$ cat config.mk
export PLATFORM = sky130hd
export DESIGN_NAME = linear_adsr_envelope
export DESIGN_NICKNAME = d
export VERILOG_FILES = /design/src/rtl/core/lae_pkg.sv /design/src/rtl/core/lae_div.sv /design/src/rtl/core/linear_adsr_envelope.sv
export VERILOG_INCLUDE_DIRS = /design/src /design/src/rtl/core
export SDC_FILE = /design/constraint.sdc
export NUM_CORES = 2
export LEC_CHECK = 0
export ABC_AREA = 1
export BUFFER_PORTS_ARGS = -buffer_cell sky130_fd_sc_hd__buf_2
export CELL_PAD_IN_SITES_DETAIL_PLACEMENT = 1
export CELL_PAD_IN_SITES_GLOBAL_PLACEMENT = 2
export CORE_AREA = 2 2 278 280
export CTS_CLUSTER_SIZE = 16
export DETAILED_ROUTE_END_ITERATION = 8
export DIE_AREA = 0 0 280 282
export GPL_TIMING_DRIVEN = 0
export PLACE_DENSITY = 0.92
export SYNTH_ARGS = -nofsm -noshare
export SYNTH_HDL_FRONTEND = slang
export SYNTH_SLANG_ARGS = --single-unit
$ cat constraint.sdc
create_clock -name clk -period 17.7 [get_ports clk]
set_clock_uncertainty 0.15 [all_clocks]
set_input_delay 0 -clock clk [delete_from_list [all_inputs] [get_ports clk]]
set_output_delay 0 -clock clk [all_outputs]
set_load 0.005 [all_outputs]
$ cat src/rtl/core/assert_macros.svh
// Assertion macros shared by the envelope RTL.
`ifndef ASSERT_MACROS_SVH
`define ASSERT_MACROS_SVH

// Same-cycle implication, sampled on clk, off while rst is high.
`define ASSERT_NOW(label, ante, cons) \
  label: assert property (@(posedge clk) disable iff (rst) (ante) |-> (cons)) \
    else $error("same-cycle envelope check failed");

// Next-cycle implication, sampled on clk, off while rst is high.
`define ASSERT_NEXT(label, ante, cons) \
  label: assert property (@(posedge clk) disable iff (rst) (ante) |=> (cons)) \
    else $error("next-cycle envelope check failed");

`endif

$ cat src/rtl/core/lae_pkg.sv
// Types, constants and microcode table of the linear ADSR envelope generator.
package lae_pkg;

  localparam int LVL_W  = 17;
  localparam int TIME_W = 26;
  localparam int DT_W   = 20;
  localparam int NUM_W  = LVL_W + DT_W;
  localparam int CNT_W  = $clog2(NUM_W + 1);
  localparam int STEP_W = 3;
  localparam int CFG_IDX_W = 2;

  localparam logic [LVL_W-1:0] FULL_SCALE = LVL_W'(65536);

  // request codes
  localparam logic [1:0] REQ_TICK     = 2'd0;
  localparam logic [1:0] REQ_NOTE_ON  = 2'd1;
  localparam logic [1:0] REQ_NOTE_OFF = 2'd2;
  localparam logic [1:0] REQ_RESET    = 2'd3;

  // configuration register indexes
  localparam logic [CFG_IDX_W-1:0] CFG_ATTACK  = 2'd0;
  localparam logic [CFG_IDX_W-1:0] CFG_DECAY   = 2'd1;
  localparam logic [CFG_IDX_W-1:0] CFG_SUSTAIN = 2'd2;
  localparam logic [CFG_IDX_W-1:0] CFG_RELEASE = 2'd3;

  // reported phase codes
  localparam logic [2:0] PH_IDLE    = 3'd0;
  localparam logic [2:0] PH_ATTACK  = 3'd1;
  localparam logic [2:0] PH_DECAY   = 3'd2;
  localparam logic [2:0] PH_SUSTAIN = 3'd3;
  localparam logic [2:0] PH_RELEASE = 3'd4;

  typedef enum logic [4:0] {
    ST_IDLE    = 5'b00001,
    ST_ATTACK  = 5'b00010,
    ST_DECAY   = 5'b00100,
    ST_SUSTAIN = 5'b01000,
    ST_RELEASE = 5'b10000
  } stage_t;

  typedef struct packed {
    logic [1:0]      req_type;
    logic [DT_W-1:0] elapsed_us;
  } lae_in_t;

  typedef struct packed {
    logic [LVL_W-1:0] level;
    logic [2:0]       phase;
    logic             active;
  } lae_out_t;

  typedef struct packed {
    logic load;
    logic step;
  } lae_div_ctrl_t;

  typedef enum logic [2:0] {
    OP_NONE,
    OP_TAKE,
    OP_APPLY_PLAIN,
    OP_LOAD,
    OP_DIV,
    OP_APPLY_DIV,
    OP_EMIT
  } op_t;

  typedef enum logic [2:0] {
    C_NEVER,
    C_ALWAYS,
    C_NO_INPUT,
    C_NEED_DIV,
    C_DIV_MORE,
    C_OUT_FULL
  } cond_t;

  typedef struct packed {
    op_t               op;
    cond_t             cond;
    logic [STEP_W-1:0] target;
  } ctrl_word_t;

  // program steps
  localparam logic [STEP_W-1:0] STEP_TAKE     = 3'd0;
  localparam logic [STEP_W-1:0] STEP_DISPATCH = 3'd1;
  localparam logic [STEP_W-1:0] STEP_PLAIN    = 3'd2;
  localparam logic [STEP_W-1:0] STEP_LOAD     = 3'd3;
  localparam logic [STEP_W-1:0] STEP_DIV      = 3'd4;
  localparam logic [STEP_W-1:0] STEP_APPLY    = 3'd5;
  localparam logic [STEP_W-1:0] STEP_SPARE    = 3'd6;
  localparam logic [STEP_W-1:0] STEP_EMIT     = 3'd7;

  // Program ROM; the step after STEP_EMIT wraps to STEP_TAKE.
  function automatic ctrl_word_t ucode(input logic [STEP_W-1:0] step);
    ctrl_word_t cw;
    cw = '{op: OP_NONE, cond: C_ALWAYS, target: STEP_TAKE};
    unique case (step)
      STEP_TAKE:     cw = '{op: OP_TAKE,        cond: C_NO_INPUT, target: STEP_TAKE};
      STEP_DISPATCH: cw = '{op: OP_NONE,        cond: C_NEED_DIV, target: STEP_LOAD};
      STEP_PLAIN:    cw = '{op: OP_APPLY_PLAIN, cond: C_ALWAYS,   target: STEP_EMIT};
      STEP_LOAD:     cw = '{op: OP_LOAD,        cond: C_NEVER,    target: STEP_TAKE};
      STEP_DIV:      cw = '{op: OP_DIV,         cond: C_DIV_MORE, target: STEP_DIV};
      STEP_APPLY:    cw = '{op: OP_APPLY_DIV,   cond: C_ALWAYS,   target: STEP_EMIT};
      STEP_EMIT:     cw = '{op: OP_EMIT,        cond: C_OUT_FULL, target: STEP_EMIT};
      default:       cw = '{op: OP_NONE,        cond: C_ALWAYS,   target: STEP_TAKE};
    endcase
    return cw;
  endfunction

  function automatic logic [2:0] phase_code(input stage_t st);
    logic [2:0] ph;
    ph = PH_IDLE;
    unique case (st)
      ST_IDLE:    ph = PH_IDLE;
      ST_ATTACK:  ph = PH_ATTACK;
      ST_DECAY:   ph = PH_DECAY;
      ST_SUSTAIN: ph = PH_SUSTAIN;
      ST_RELEASE: ph = PH_RELEASE;
      default:    ph = PH_IDLE;
    endcase
    return ph;
  endfunction

endpackage

$ cat src/rtl/core/lae_div.sv
// Restoring divider, one quotient bit per step, driven by the microcode.
module lae_div (
  input  logic                         clk,
  input  logic                         rst,
  input  lae_pkg::lae_div_ctrl_t       ctrl,
  input  logic [lae_pkg::NUM_W-1:0]    numer,
  input  logic [lae_pkg::TIME_W-1:0]   denom,
  output logic [lae_pkg::NUM_W-1:0]    quot,
  output logic                         more
);

  localparam int NW = lae_pkg::NUM_W;
  localparam int DW = lae_pkg::TIME_W;
  localparam int CW = lae_pkg::CNT_W;

  logic [NW-1:0] quo;
  logic [DW-1:0] rem;
  logic [DW-1:0] den;
  logic [CW-1:0] cnt;
  logic [DW:0]   trial;
  logic [DW:0]   diff;

  assign trial = {rem, quo[NW-1]};
  assign diff  = trial - {1'b0, den};
  assign quot  = quo;
  assign more  = (cnt != CW'(1));

  always_ff @(posedge clk) begin
    if (rst) begin
      cnt <= '0;
    end else if (ctrl.load) begin
      cnt <= CW'(NW);
    end else if (ctrl.step) begin
      cnt <= cnt - CW'(1);
    end
  end

  always_ff @(posedge clk) begin
    if (ctrl.load) begin
      quo <= numer;
      rem <= '0;
      den <= denom;
    end else if (ctrl.step) begin
      // keep the difference when the trial remainder covers the divisor
      if (!diff[DW]) begin
        rem <= diff[DW-1:0];
        quo <= {quo[NW-2:0], 1'b1};
      end else begin
        rem <= trial[DW-1:0];
        quo <= {quo[NW-2:0], 1'b0};
      end
    end
  end

endmodule

$ cat src/rtl/core/linear_adsr_envelope.sv
// Linear ADSR envelope generator: microcode sequencer, datapath and ports.
//
//   channel  direction  handshake           payload
//   in       input      in_valid/in_stall    in_data   (lae_in_t)
//   out      output     out_valid/out_stall  out_data  (lae_out_t)
//   cfg      input      cfg_valid/cfg_ready  cfg_index, cfg_data
//
// One item at a time. Requests that need no division pass dispatch and plain
// apply, then reach the output register in the emit step; ticks in attack,
// decay or release with a nonzero stage time pass dispatch, load, the 37 steps
// of the divider and apply. A new item is taken only after emit finishes.
// rst is synchronous: stage idle, level and release start zero, registers at
// their reset values. The output register holds a result under out_stall
// while the next item is accepted; the sequencer waits in its emit step
// only if a second result finds the output register still full.
module linear_adsr_envelope (
  input  logic                            clk,
  input  logic                            rst,
  input  logic                            in_valid,
  output logic                            in_stall,
  input  lae_pkg::lae_in_t                in_data,
  output logic                            out_valid,
  input  logic                            out_stall,
  output lae_pkg::lae_out_t               out_data,
  input  logic                            cfg_valid,
  output logic                            cfg_ready,
  input  logic [lae_pkg::CFG_IDX_W-1:0]   cfg_index,
  input  logic [lae_pkg::TIME_W-1:0]      cfg_data
);

  `include "assert_macros.svh"

  localparam int LW    = lae_pkg::LVL_W;
  localparam int TW    = lae_pkg::TIME_W;
  localparam int NW    = lae_pkg::NUM_W;
  localparam int SUM_W = lae_pkg::NUM_W + 1;

  // configuration
  logic [TW-1:0] attack_time;
  logic [TW-1:0] decay_time;
  logic [LW-1:0] sus_level;
  logic [TW-1:0] release_time;

  // envelope state
  lae_pkg::stage_t stage, stage_next;
  logic [LW-1:0]   level, level_next;
  logic [LW-1:0]   rel_from, rel_from_next;

  // sequencer
  logic [lae_pkg::STEP_W-1:0] pc, pc_next;
  lae_pkg::ctrl_word_t        cw;
  logic                       jump;

  lae_pkg::lae_in_t item;
  logic [LW-1:0]    sus_eff;
  logic             need_div;
  logic             out_full;

  // attack completion values
  lae_pkg::stage_t  done_stage;
  logic [LW-1:0]    done_level;

  // datapath
  logic [LW-1:0]          mul_a;
  logic [TW-1:0]          den_sel;
  logic [NW-1:0]          prod;
  logic [NW-1:0]          quot;
  logic                   div_more;
  lae_pkg::lae_div_ctrl_t div_ctrl;
  logic [SUM_W-1:0]       att_sum;
  logic [SUM_W-1:0]       dec_sum;

  assign cfg_ready = 1'b1;

  always_ff @(posedge clk) begin
    if (rst) begin
      attack_time   <= '0;
      decay_time    <= '0;
      sus_level     <= lae_pkg::FULL_SCALE;
      release_time  <= '0;
    end else if (cfg_valid && cfg_ready) begin
      unique case (cfg_index)
        lae_pkg::CFG_ATTACK:  attack_time   <= cfg_data;
        lae_pkg::CFG_DECAY:   decay_time    <= cfg_data;
        lae_pkg::CFG_SUSTAIN: sus_level     <= cfg_data[LW-1:0];
        lae_pkg::CFG_RELEASE: release_time  <= cfg_data;
        default: ;
      endcase
    end
  end

  assign sus_eff = (sus_level > lae_pkg::FULL_SCALE) ? lae_pkg::FULL_SCALE
                                                     : sus_level;

  // ---------------- sequencer ----------------
  assign cw       = lae_pkg::ucode(pc);
  assign in_stall = (cw.op != lae_pkg::OP_TAKE);
  assign out_full = out_valid && out_stall;

  assign need_div = (item.req_type == lae_pkg::REQ_TICK) &&
                    (((stage == lae_pkg::ST_ATTACK)  && (attack_time  != '0)) ||
                     ((stage == lae_pkg::ST_DECAY)   && (decay_time   != '0)) ||
                     ((stage == lae_pkg::ST_RELEASE) && (release_time != '0)));

  always_comb begin
    case (cw.cond)
      lae_pkg::C_NEVER:    jump = 1'b0;
      lae_pkg::C_ALWAYS:   jump = 1'b1;
      lae_pkg::C_NO_INPUT: jump = !in_valid;
      lae_pkg::C_NEED_DIV: jump = need_div;
      lae_pkg::C_DIV_MORE: jump = div_more;
      lae_pkg::C_OUT_FULL: jump = out_full;
      default:             jump = 1'b1;
    endcase
    pc_next = jump ? cw.target : pc + lae_pkg::STEP_W'(1);
  end

  always_ff @(posedge clk) begin
    if (rst) begin
      pc <= lae_pkg::STEP_TAKE;
    end else begin
      pc <= pc_next;
    end
  end

  always_ff @(posedge clk) begin
    if (in_valid && !in_stall) begin
      item <= in_data;
    end
  end

  // ---------------- datapath ----------------
  always_comb begin
    mul_a   = lae_pkg::FULL_SCALE;
    den_sel = attack_time;
    unique case (stage)
      lae_pkg::ST_DECAY: begin
        mul_a   = lae_pkg::FULL_SCALE - sus_eff;
        den_sel = decay_time;
      end
      lae_pkg::ST_RELEASE: begin
        mul_a   = rel_from;
        den_sel = release_time;
      end
      default: begin
        mul_a   = lae_pkg::FULL_SCALE;
        den_sel = attack_time;
      end
    endcase
  end

  assign prod = NW'(mul_a) * NW'(item.elapsed_us);

  assign div_ctrl.load = (cw.op == lae_pkg::OP_LOAD);
  assign div_ctrl.step = (cw.op == lae_pkg::OP_DIV);

  lae_div u_div (
    .clk   (clk),
    .rst   (rst),
    .ctrl  (div_ctrl),
    .numer (prod),
    .denom (den_sel),
    .quot  (quot),
    .more  (div_more)
  );

  assign att_sum = SUM_W'(level) + SUM_W'(quot);
  assign dec_sum = SUM_W'(sus_eff) + SUM_W'(quot);

  always_comb begin
    if (decay_time != '0) begin
      done_stage = lae_pkg::ST_DECAY;
      done_level = lae_pkg::FULL_SCALE;
    end else begin
      done_stage = lae_pkg::ST_SUSTAIN;
      done_level = sus_eff;
    end
  end

  always_comb begin
    stage_next    = stage;
    level_next    = level;
    rel_from_next = rel_from;
    case (cw.op)
      lae_pkg::OP_APPLY_PLAIN: begin
        case (item.req_type)
          lae_pkg::REQ_TICK: begin
            unique case (stage)
              lae_pkg::ST_ATTACK: begin
                stage_next = done_stage;
                level_next = done_level;
              end
              lae_pkg::ST_DECAY, lae_pkg::ST_SUSTAIN: begin
                stage_next = lae_pkg::ST_SUSTAIN;
                level_next = sus_eff;
              end
              default: begin
                stage_next    = lae_pkg::ST_IDLE;
                level_next    = '0;
                rel_from_next = '0;
              end
            endcase
          end
          lae_pkg::REQ_NOTE_ON: begin
            if (attack_time == '0) begin
              stage_next = done_stage;
              level_next = done_level;
            end else begin
              stage_next = lae_pkg::ST_ATTACK;
            end
          end
          lae_pkg::REQ_NOTE_OFF: begin
            // ignore while idle or already releasing
            if (stage != lae_pkg::ST_IDLE && stage != lae_pkg::ST_RELEASE) begin
              if (release_time == '0) begin
                stage_next    = lae_pkg::ST_IDLE;
                level_next    = '0;
                rel_from_next = '0;
              end else begin
                stage_next    = lae_pkg::ST_RELEASE;
                rel_from_next = level;
              end
            end
          end
          default: begin
            stage_next    = lae_pkg::ST_IDLE;
            level_next    = '0;
            rel_from_next = '0;
          end
        endcase
      end
      lae_pkg::OP_APPLY_DIV: begin
        unique case (stage)
          lae_pkg::ST_ATTACK: begin
            if (att_sum >= SUM_W'(lae_pkg::FULL_SCALE)) begin
              stage_next = done_stage;
              level_next = done_level;
            end else begin
              level_next = att_sum[LW-1:0];
            end
          end
          lae_pkg::ST_DECAY: begin
            // land on sustain once the drop reaches it
            if (dec_sum >= SUM_W'(level)) begin
              stage_next = lae_pkg::ST_SUSTAIN;
              level_next = sus_eff;
            end else begin
              level_next = level - quot[LW-1:0];
            end
          end
          lae_pkg::ST_RELEASE: begin
            if (SUM_W'(quot) >= SUM_W'(level)) begin
              stage_next    = lae_pkg::ST_IDLE;
              level_next    = '0;
              rel_from_next = '0;
            end else begin
              level_next = level - quot[LW-1:0];
            end
          end
          default: ;
        endcase
      end
      default: ;
    endcase
  end

  always_ff @(posedge clk) begin
    if (rst) begin
      stage    <= lae_pkg::ST_IDLE;
      level    <= '0;
      rel_from <= '0;
    end else begin
      stage    <= stage_next;
      level    <= level_next;
      rel_from <= rel_from_next;
    end
  end

  // ---------------- output register ----------------
  always_ff @(posedge clk) begin
    if (rst) begin
      out_valid <= 1'b0;
    end else if (cw.op == lae_pkg::OP_EMIT && !out_full) begin
      out_valid <= 1'b1;
    end else if (!out_stall) begin
      out_valid <= 1'b0;
    end
  end

  always_ff @(posedge clk) begin
    if (cw.op == lae_pkg::OP_EMIT && !out_full) begin
      out_data.level  <= level;
      out_data.phase  <= lae_pkg::phase_code(stage);
      out_data.active <= (stage != lae_pkg::ST_IDLE);
    end
  end

  // ---------------- assertions ----------------
  `ASSERT_NOW(a_idle_clear, stage == lae_pkg::ST_IDLE, level == '0 && rel_from == '0)
  `ASSERT_NOW(a_sustain_level, cw.op == lae_pkg::OP_EMIT && stage == lae_pkg::ST_SUSTAIN, level == sus_eff)
  `ASSERT_NEXT(a_emit_loads, cw.op == lae_pkg::OP_EMIT && !out_full, out_valid)
  `ASSERT_NEXT(a_load_then_div, cw.op == lae_pkg::OP_LOAD, cw.op == lae_pkg::OP_DIV)

endmodule

==> load_flow_metrics.sql <==
INSERT INTO impl_metrics (metric_group, metric, value, unit) VALUES
('sta', 'worst_slew_margin_rel', '0.778', '%'),
('clock_network', 'clk_pin_slew', '0.06', 'ns'),
('placement', 'port-buffer-count', '76', ''),
('worst_setup_path', 'rr_startpoint', 'sus_level[0]', ''),
('worst_setup_path', 'timing.reg2reg.worst_path_depth', '35', ''),
('hold_path', 'hold_path.class', 'input port to flop', ''),
('die', 'initial_standard_cell_utilization_of_the_core', '40.7', '%'),
('sta', 'fin_crit', '9.81', 'ns'),
('sta', 'max_freq', '102', 'MHz'),
('sta', 'layout_worst_path_cycle_share', '55.4', '%'),
('logic_synthesis', 'yosys_warnings', '0', ''),
('worst_setup_path', 'critPathMostFrequentCell', 'inv_1', ''),
('logic_synthesis', 'synth_top_cells_by_area', 'fa_1, nand2_1, dfxtp_1', ''),
('drt', 'postRouteAntennaNets', '0', ''),
('die', 'number_of_rows_in_the_core_area', '101', ''),
('global_route', 'grt_first_pass_wirelength', '189000', 'um'),
('die', 'core-area', '75700', 'um2'),
('die', 'die_width', '280', 'um'),
('clock_network', 'cts_buffer_depth', '3', ''),
('worst_setup_path', 'reg2reg_setup_slack', '7.89', 'ns'),
('die', 'die_h', '282', 'um'),
('clock_network', 'root_buffer', 'clkbuf_16', ''),
('sta', 'hold_slack', '0.0118', 'ns'),
('placement', 'post_dp_cell_area', '32500', 'um2'),
('sta', 'report.final.hold_viol_count', '0', ''),
('worst_setup_path', 'cpMaxStageDelayCell', 'o21ai_1', ''),
('drt', 'detail_route.drc_violations', '0', ''),
('global_route', 'grt_max_degree', '36', ''),
('worst_setup_path', 'setup.worst_path.start_class', 'flop', ''),
('sta', 'finalSetupTns', '0', 'ns'),
('sta', 'setup-violations-final', '0', ''),
('logic_synthesis', 'synth_unique_cells', '57', ''),
('clock_network', 'tritoncts.num_buffers', '35', ''),
('cells_and_area', 'syn2layout_area_growth', '11.6', '%'),
('cells_and_area', 'nNetsFinal', '5075', ''),
('global_route', 'vias_in_the_first_global_route', '31700', ''),
('placement', 'place.detailed.hpwl', '100000', 'um'),
('worst_setup_path', 'critPathKind', 'flop to flop', ''),
('run', 'drv_cap', '1', ''),
('sta', 'rsz_0062_raised_after_global_routing', 'false', ''),
('logic_synthesis', 'post-synth-top-area-fraction', '17.7', '%'),
('logic_synthesis', 'synth_nets', '4880', ''),
('logic_synthesis', 'synth_edf_count', '106', ''),
('placement', 'post-place-cells', '5378', ''),
('global_route', 'antenna_found_initial', '4', ''),
('run_status', 'status', 'complete, but fails checks', ''),
('cells_and_area', 'final_area', '34400', 'um2'),
('cells_and_area', 'stdcell_count', '5522', ''),
('placement', 'place_ws', '8.01', 'ns'),
('logic_synthesis', 'postSynthRegisterBits', '276', ''),
('drt', 'vias', '30500', ''),
('run_status', 'violations_in_the_final_reports', 'capacitance limit', ''),
('worst_setup_path', 'crit_fanout', '10', ''),
('die', 'floorplan.io_pins', '79', ''),
('sta', 'tightestPinTransition', '1.48', 'ns'),
('cells_and_area', 'drive_above_1_share', '5.57', '%'),
('logic_synthesis', 'post_synth_inst_count', '4322', ''),
('drt', 'drt_iter0_markers', '2112', ''),
('global_route', 'grt_overflow_total', '0', ''),
('logic_synthesis', 'netlist_top_cells_count', 'nand2_1, inv_1, nor2_1, a21oi_1, fa_1', ''),
('power', 'power_per_standard_cell_area', '92.7', 'nW/um2'),
('power', 'lkg_pwr', '16.8', 'nW'),
('logic_synthesis', 'synth-seq-area-share', '21.4', '%'),
('die', 'design.die.area', '79000', 'um2'),
('logic_synthesis', 'area_of_the_mapped_netlist', '30800', 'um2'),
('worst_setup_path', 'setup.worst_path.end_class', 'flop', ''),
('sta', 'worst_slack', '7.89', 'ns'),
('sta', 'final_max_slew_viol_count', '0', ''),
('clock_network', 'postCtsSetupBuffers', '0', ''),
('worst_setup_path', 'crit_required', '17.85', 'ns'),
('cells_and_area', 'fillCellCount', '9664', '');
[cell usage in the layout (no fill, tap or decap), types with 69 or more instances in the layout]
cell	instances
a21oi_1	294
buf_2	108
clkbuf_1	99
dfxtp_1	170
dlygate4sd3_1	80
edfxtp_1	106
fa_1	273
ha_1	230
inv_1	809
nand2_1	1015
nand3_1	261
nand4_1	69
nor2_1	347
o21ai_0	243
[area by class of cell]
type	count	area (um2)	area share, %
multi-input combinational	3079	20500	59.7
sequential	276	6590	19.1
inverter	825	3100	9.00
tap	978	1220	3.56
timing repair buffer	158	1220	3.54
clock buffer	48	938	2.73
buffer	142	613	1.78
clock inverter	16	190	0.553
[per-stage QoR]
| step | power, W | utilization, % |
|---|---|---|
| floorplan | 0.00189 | - |
| global placement | 0.00238 | 42.8 |
| detailed placement | 0.00243 | 42.9 |
| CTS | 0.00317 | 45.4 |
| global route | 0.00340 | 45.4 |
| finish | 0.00319 | 45.4 |
[how the worst min path moves through the flow]
stage / startpoint / to / slack, ns / depth (start not counted)
final: in_data[3] / item[3] / 0.01 / 2
after global routing: in_data[4] / item[4] / 0.008 / 2
after global placement: in_data[16] / item[16] / 0.03 / 1
after floorplan: in_data[0] / item[0] / -0.05 / 0
after CTS: in_data[3] / item[3] / 0.007 / 2
after detailed placement: in_data[12] / item[12] / 0.03 / 1
[routing by layer]
metal  track usage [%]  wire length, um  up-vias
li1                  -                -    14100
met1              42.7            55000    15200
met2              50.5            55000     1007
met3              4.88             8290      214
met4              11.1             4570        4
met5                 0               27        -
[worst max-delay path: cells and delay by family (launching register included)]
kind            cells  cell delay, ns
compound gates      6            1.67
fa+ha+maj           7            3.35
buf+inv             9            1.38
flops               1            0.34
simple gates       13            2.61
[cell families after synthesis]
group / Yosys count / synth area share [%]
and+or+nand+nor: 1826 / 25.3
other: 1 / 0.0122
adders and majority gates: 503 / 27.1
buffers and inverters: 967 / 12.0
AOI/OAI and AO/OA: 665 / 11.8
DFF: 276 / 21.4
xor gates and xnor gates: 84 / 2.41
[sequential cells by signal, summed over array words and instances, names as in the netlist, 21 cells and up]
name,cells
u_div.quot,37
attack_time,26
decay_time,26
release_time,26
u_div.den,26
u_div.rem,26
item,22
out_data,21
[timing repair]
action                     in CTS  in global routing
setup endpoints to repair       0                  0
hold buffers                   80                  0
resized for setup               0                  0
hold endpoints to repair      164                  0
[where the power goes]
part	switching, W	total (W)	internal [W]	leakage, nW
Combinational	0.00109	0.00154	0.000449	13.8
Clock	0.000318	0.000727	0.000409	0.553
Sequential	0.000134	0.000925	0.000791	2.39
Total	0.00154	0.00319	0.00165	16.8
No activity file was read; power rests on OpenSTA's default activity.
